### src/feg_queue.sv
// short fifo between the item front end and the envelope engine
`timescale 1ns / 1ps
module feg_queue #(
    parameter int WIDTH = 8
) (
    input  logic             i_clk,
    input  logic             i_rst_n,
    input  logic             i_push,
    input  logic [WIDTH-1:0] i_data,
    output logic             o_full,
    input  logic             i_pop,
    output logic             o_empty,
    output logic [WIDTH-1:0] o_data
);
    logic [WIDTH-1:0] r_mem [2];
    logic       r_wp, r_rp;
    logic [1:0] r_cnt;

    assign o_full  = (r_cnt == 2'd2);
    assign o_empty = (r_cnt == 2'd0);
    assign o_data  = r_mem[r_rp];

    always_ff @(posedge i_clk) begin
        if (i_push && !o_full) begin
            r_mem[r_wp] <= i_data;
        end
    end

    always_ff @(posedge i_clk) begin
        if (!i_rst_n) begin
            r_wp <= 1'b0;
            r_rp <= 1'b0;
            r_cnt <= 2'd0;
        end else begin
            if (i_push && !o_full) begin
                r_wp <= ~r_wp;
            end
            if (i_pop && !o_empty) begin
                r_rp <= ~r_rp;
            end
            r_cnt <= r_cnt + 2'(i_push && !o_full) - 2'(i_pop && !o_empty);
        end
    end
endmodule

### config.mk
export PLATFORM = sky130hd
export DESIGN_NAME = feg_queue
export DESIGN_NICKNAME = d
export VERILOG_FILES = /design/src/feg_queue.sv
export SDC_FILE = /design/constraint.sdc
export NUM_CORES = 1
export LEC_CHECK = 0
export ABC_AREA = 1
export BUFFER_PORTS_ARGS = -buffer_cell sky130_fd_sc_hd__buf_2
export CAP_MARGIN = 0
export CELL_PAD_IN_SITES_DETAIL_PLACEMENT = 0
export CELL_PAD_IN_SITES_GLOBAL_PLACEMENT = 1
export CORE_MARGIN = 1
export CORE_UTILIZATION = 40
export DETAILED_ROUTE_END_ITERATION = 12
export PLACE_DENSITY_LB_ADDON = 0.3
export SETUP_SLACK_MARGIN = 0.15
export SYNTH_ARGS = -nofsm -noshare
export SYNTH_HDL_FRONTEND = slang
export SYNTH_SLANG_ARGS = --single-unit
### constraint.sdc
create_clock -name i_clk -period 1.55 [get_ports i_clk]
set_input_delay 0.31 -clock i_clk [delete_from_list [all_inputs] [get_ports i_clk]]
set_output_delay 0.31 -clock i_clk [all_outputs]
set_load 0.01 [all_outputs]
==> summary.md, run 1 <==
| Metric | Value |
|---|---|
| Status | `completed` |
| Critical Setup Path Class | `flop to primary output` |
| Largest cells by area after synthesis | `edfxtp_1 56%, mux2_4 14%, dfxtp_1 12%` |
| Most common cell after layout, fill and taps aside | `edfxtp_1` |
| Clk Latency, worst-skew pair | `0.30 ns` |
| Clock slew at reported path FFs | `0.11 ns` |
| WL per Instance | `11.3 um` |
| Hold_buf cts | `0` |
| Main combinational cell family by area after synthesis | `multiplexers` |
| Post-synthesis xor/xnor area fraction | `0` |
| Initial core utilization | `0.432` |
| Routed Antenna Nets | `0` |
| Critical Path AT | `1.23 ns` |
| Peak supply drop | `927 uV` |
| Drt total wl | `1.35 mm` |
| Sequential area share after synthesis | `0.671` |
| Max-slew headroom | `0.773` |
| DP HPWL | `910 um` |
| Global-route wire length before repair | `2.10 mm` |
| Crit share post-route | `0.991` |
| Root buffer cell | `clkbuf_4` |
| Clock Path Buffers | `2` |
| Setup crit start kind | `flop` |
| Seq cells post-synth | `21` |
| DR pass1 iterations | `2` |
| Max Cap Viol | `0` |
| Number of global-route vias before repair | `523` |
| Critical Path RT | `1.24 ns` |
| Port bufs | `21` |
| I/O pin count | `22` |
| Tot Pwr | `1.96 mW` |
| Simple-gate portion of the synthesized area | `0.0970` |
| Dpl cell area | `1020 sq um` |
| Hold Path Class | `input pin to flop` |
| Max-slew violation count | `0` |
| Multiplexer share of the synthesized area | `0.139` |
| Final hold violations | `0` |
| YS warnings | `0` |
| Largest net degree at the start of global routing | `13` |
| CP Capture Type | `primary output` |
| Area leader, netlist | `edfxtp_1` |
| Avg Inst Size Synth | `13.7 sq um` |
| Vias | `541` |
| Initial antenna violation count | `0` |
| Die area | `2350 sq um` |
| PD cells | `1630 nW/um^2` |
| Clock Skews | `0.00989 ns` |
| Top cell type's share of synthesized area | `0.556` |
| GR Util All Layers | `0.122` |
| Synth Area in Compound Gates | `0.0116` |
| Most frequent cells in the layout | `16 x edfxtp_1, 12 x buf_2, 10 x buf_6` |
| H-tree depth | `1` |
| Post-route cell area | `1200 sq um` |
| CORE AREA | `2000 sq um` |
| CTS sink cnt | `21` |
| CP max FO | `8` |
| Fraction of layout cells with a size suffix above 1 | `0.598` |
| Post-synthesis cell count | `63` |
| Distinct cells, synth | `11` |
| Area occupied by registers | `589 sq um` |
| Total grt overflow | `0` |
| Minimum clock period after layout | `1.54 ns` |
| Synth Area in Adders | `0.0289` |
| Total negative slack | `0 ns` |
| Die Width | `48.5 um` |
| Fmax | `0.651 GHz` |
| GPL Wtd Cong | `0.718` |
| Die Span Y | `48.5 um` |
| DRC Markers | `0` |
| Rows | `16` |
| Drt via density | `4.55` |
| Layout Nets | `107` |
| RSZ-0062 raised after global routing | `yes` |
| Worst Tran Pin Value | `0.340 ns` |
| ANT cells | `0` |
| Mapped Area | `865 sq um` |
| CTS buffer count | `3` |
| Area growth from synthesis to layout | `39.1%` |
| Leak Pwr | `0.516 nW` |
| Final setup vio count | `0` |
| Mapped Nets | `77` |
| Fill cells | `163` |
| CTS tree | `done` |
| Footprint of the multi-input gates | `303 sq um` |
| DR iter-0 viols | `3` |
## cell usage after synthesis
cell / n
edfxtp_1: 16
inv_1: 9
nand2_1: 9
mux2_4: 8
nor2_1: 6
dfxtp_1: 5
nand3_1: 3
a21oi_1: 2
ha_1: 2
nor2_2: 2
buf_6: 1
## area by class of cell
cell class / count / share of cell area
repair buffers: 26 / 0.175
flip-flops and latches: 21 / 0.490
well taps: 27 / 0.0281
clock inverters: 1 / 0.00416
inverters: 9 / 0.0323
multi-input cells: 32 / 0.252
clock buffers: 3 / 0.0187
## layer usage
metal,GRT usage,part of all wire
met4,0.0588,0.016
met3,0.0283,0.035
met2,0.225,0.54
met5,0,0
met1,0.129,0.41
## cell families (layout without fill, tap and decap cells)
| group | Yosys count | after routing |
|---|---|---|
| adder cells (fa/ha/maj) | 2 | 2 |
| AND/OR/NAND/NOR | 20 | 20 |
| multiplexers | 8 | 8 |
| flip-flops | 21 | 21 |
| buffers and inverters | 10 | 39 |
| AO/OA/AOI/OAI | 2 | 2 |
## through the flow
step / worst slack (ns) / cells / util / hold slack, ns
floorplan: 0.159 / 63 / - / 0.403
detailed placement: 0.0696 / 112 / 0.508 / 0.503
global route: -0.0279 / 119 / 0.601 / 0.179
global placement: 0.0969 / 112 / 0.508 / 0.484
CTS: 0.00238 / 117 / 0.566 / 0.183
finish: 0.0146 / 119 / 0.601 / 0.194
## repair_timing
action / CTS / global route
gates resized for setup: 18 / 15
setup endpoints to repair: 9 / 10
setup buffers: 1 / 2
pin swaps: 3 / 7
## critical path, stage by stage, from the launching register on
cell     delay [ns]
dfxtp_2        0.35
buf_8          0.14
mux2_4         0.31
buf_6          0.12
## final timing paths
| kind | from | to | slack, ns | cells after the start |
|---|---|---|---|---|
| max reg2reg | r_cnt[1] | r_cnt[1] | 0.18 | 9 |
| max | flop | o_data[2] | 0.01 | 3 |
| min reg2reg | r_rp | flop | 0.53 | 2 |
| min | i_data[1] | r_mem[0][1] | 0.19 | 1 |
## registers in the layout, indices dropped and copies added, names as in the netlist, named ones only
register and cells:
r_wp 1, r_rp 1, r_cnt 2, r_mem 16
## where the power goes
group / switching [mW] / internal [mW]
clock network: 0.153 / 0.0961
registers: 0.0730 / 0.742
logic: 0.402 / 0.496
total: 0.628 / 1.33
(Power assumes the default switching activity.)
==> run 2, diff against run 1 <==
==> constraint.sdc (replaced) <==
create_clock -name i_clk -period 1.5 [get_ports i_clk]
set_input_delay 0.15 -clock i_clk [delete_from_list [all_inputs] [get_ports i_clk]]
set_output_delay 0.15 -clock i_clk [all_outputs]
set_load 0.01 [all_outputs]
==> summary.md, run 2 (synthesis results as in run 1) <==
| Metric | Value |
|---|---|
| Area growth from synthesis to layout | `37.3%` |
| CP max FO | `8` |
| Largest register FFs | `16` |
| Die area | `2350 sq um` |
| Peak supply drop | `849 uV` |
| Layout Nets | `107` |
| Clock slew at reported path FFs | `0.11 ns` |
| Status | `completed` |
| DP Worst Slack | `0.0706 ns` |
| Final Worst Setup Slack | `0.146 ns` |
| Root buffer cell | `clkbuf_4` |
| Minimum clock period after layout | `1.35 ns` |
| Rows | `16` |
| Clk Latency, worst-skew pair | `0.29 ns` |
| Final setup vio count | `0` |
| Most common cell after layout, fill and taps aside | `edfxtp_1` |
| GPL Wtd Cong | `0.742` |
| ANT cells | `0` |
| Final hold violations | `0` |
| Port bufs | `21` |
| Critical Path RT | `1.35 ns` |
| Setup crit start kind | `flop` |
| Max Used Layer | `met4` |
| CTS buffer count | `3` |
| DP HPWL | `916 um` |
| Placed insts | `112` |
| R2R cell count | `9` |
| Combinational Power Share | `0.440` |
| Top Registers | `r_mem (16), r_cnt (2)` |
| Number of cells on the critical path | `3` |
| Reg2reg start | `r_cnt[0]` |
| Tot Pwr | `1.96 mW` |
| Critical Path Max Stage Delay | `0.34 ns` |
| I/O pin count | `22` |
| P_int | `1.34 mW` |
| CP Capture Type | `primary output` |
| DRT met1 WL | `554 um` |
| Max-slew headroom | `0.876` |
| Clock group share of total power | `0.129` |
| Routed met2 length | `688 um` |
| Crit share post-route | `0.903` |
| DR iter-0 viols | `1` |
| Top cell family by delay on the critical path | `flip-flops` |
| Total grt overflow | `0` |
| Fraction of layout cells with a size suffix above 1 | `0.576` |
| Worst Path Buf+Inv | `2` |
| Clock Skews | `0.00358 ns` |
| Clock Path Buffers | `2` |
| Part of the power in registers | `0.430` |
| Fmax | `0.738 GHz` |
| CTS tree | `done` |
| Initial antenna violation count | `0` |
| Routed Antenna Nets | `0` |
| Drt via density | `4.55` |
| Max Cap Viol | `0` |
| Die Span Y | `48.5 um` |
| Largest net degree at the start of global routing | `12` |
| Final cell count without fillers | `119` |
| Global-route wire length before repair | `2.15 mm` |
| Cell Chain, Critical Path | `buf_8, mux2_4, buf_6` |
| GR Util All Layers | `0.119` |
| RSZ-0062 raised after global routing | `yes` |
| DRC Markers | `0` |
| Worst Tran Pin Value | `0.186 ns` |
| WL per Instance | `11.0 um` |
| R2r setup slk | `0.15 ns` |
| Drt total wl | `1.31 mm` |
| Sw frac | `0.317` |
| H-tree depth | `1` |
| Leak Pwr | `0.499 nW` |
| Critical Setup Path Class | `flop to primary output` |
| Top reg by flops | `r_mem` |
| Critical Path AT | `1.20 ns` |
| Vias | `541` |
| Total negative slack | `0 ns` |
| Crit Reg-Reg Endpoint | `r_cnt[1]` |
| Slowest CP cell | `dfxtp_2` |
| Max-slew violation count | `0` |
| Die Width | `48.5 um` |
| CTS sink cnt | `21` |
| PD cells | `1650 nW/um^2` |
| Capture point of the critical path | `o_data[3]` |
| Sw Pwr | `619 uW` |
| Number of global-route vias before repair | `493` |
| CORE AREA | `2000 sq um` |
| Met3 wire len | `59 um` |
| Most frequent cells in the layout | `16 x edfxtp_1, 13 x buf_2, 8 x mux2_4, 8 x buf_6, 6 x nor2_1` |
| Initial core utilization | `0.432` |
| DR pass1 iterations | `2` |
| Hold Path Class | `input pin to flop` |
| Utilization after layout | `0.593` |
## run 2: per-stage QoR
step                      hold WS, ns  cell area (sq um)
after floorplan                 0.243                878
after global placement          0.338               1020
after global routing           0.0260               1190
final                          0.0443               1190
after detailed placement        0.341               1020
after CTS                      0.0335               1130
## run 2: per-layer routing
metal / vias to the layer above / track usage
li1: 270 / -
met1: 257 / 0.156
met2: 12 / 0.197
met3: 2 / 0.0314
met4: 0 / 0.0294
met5: - / 0
## run 2: cell type report
type	instances	area (sq um)
fillers	169	815
flip-flops and latches	21	589
multi-input cells	32	298
repair buffers	26	200
inverters	9	40.0
well taps	27	33.8
clock buffers	4	26.3
## run 2: how the worst min path moves through the flow
| stage | startpoint | end | slack [ns] | cells after the start |
|---|---|---|---|---|
| 6_report | i_data[3] | r_mem[0][3] | 0.04 | 1 |
| 5_1_grt | i_data[0] | r_mem[1][0] | 0.03 | 1 |
| 4_1_cts | i_data[3] | r_mem[0][3] | 0.03 | 1 |
| 3_5_place_dp | i_data[3] | r_mem[0][3] | 0.34 | 1 |
| 3_3_place_gp | i_data[2] | r_mem[0][2] | 0.34 | 1 |
| 2_1_floorplan | i_rst_n | r_cnt[0] | 0.24 | 2 |
## run 2: power groups by stage
| stage | logic, mW | registers (mW) | clock network [mW] |
|---|---|---|---|
| floorplan | 0.448 | 0.817 | 0 |
| global placement | 0.613 | 0.822 | 0 |
| detailed placement | 0.612 | 0.827 | 0 |
| CTS | 0.749 | 0.842 | 0.268 |
| global route | 0.954 | 0.854 | 0.291 |
| finish | 0.861 | 0.842 | 0.253 |
## run 2: timing repair
item | in CTS | in global routing
setup endpoints to repair | 9 | 18
pin swaps | 5 | 4
resized for setup | 16 | 10
setup buffers | 2 | 1
hold buffers | 0 | 0
## run 2: worst reg2reg max path, cell delays in order, from the launching register on
cell     delay, ns
dfxtp_4       0.38
nor2_4        0.13
nor2_4        0.05
ha_4          0.25
inv_2         0.04
ha_4          0.15
nand2_2       0.07
nand3_1       0.08
nand2_1       0.06
nor2_1        0.03
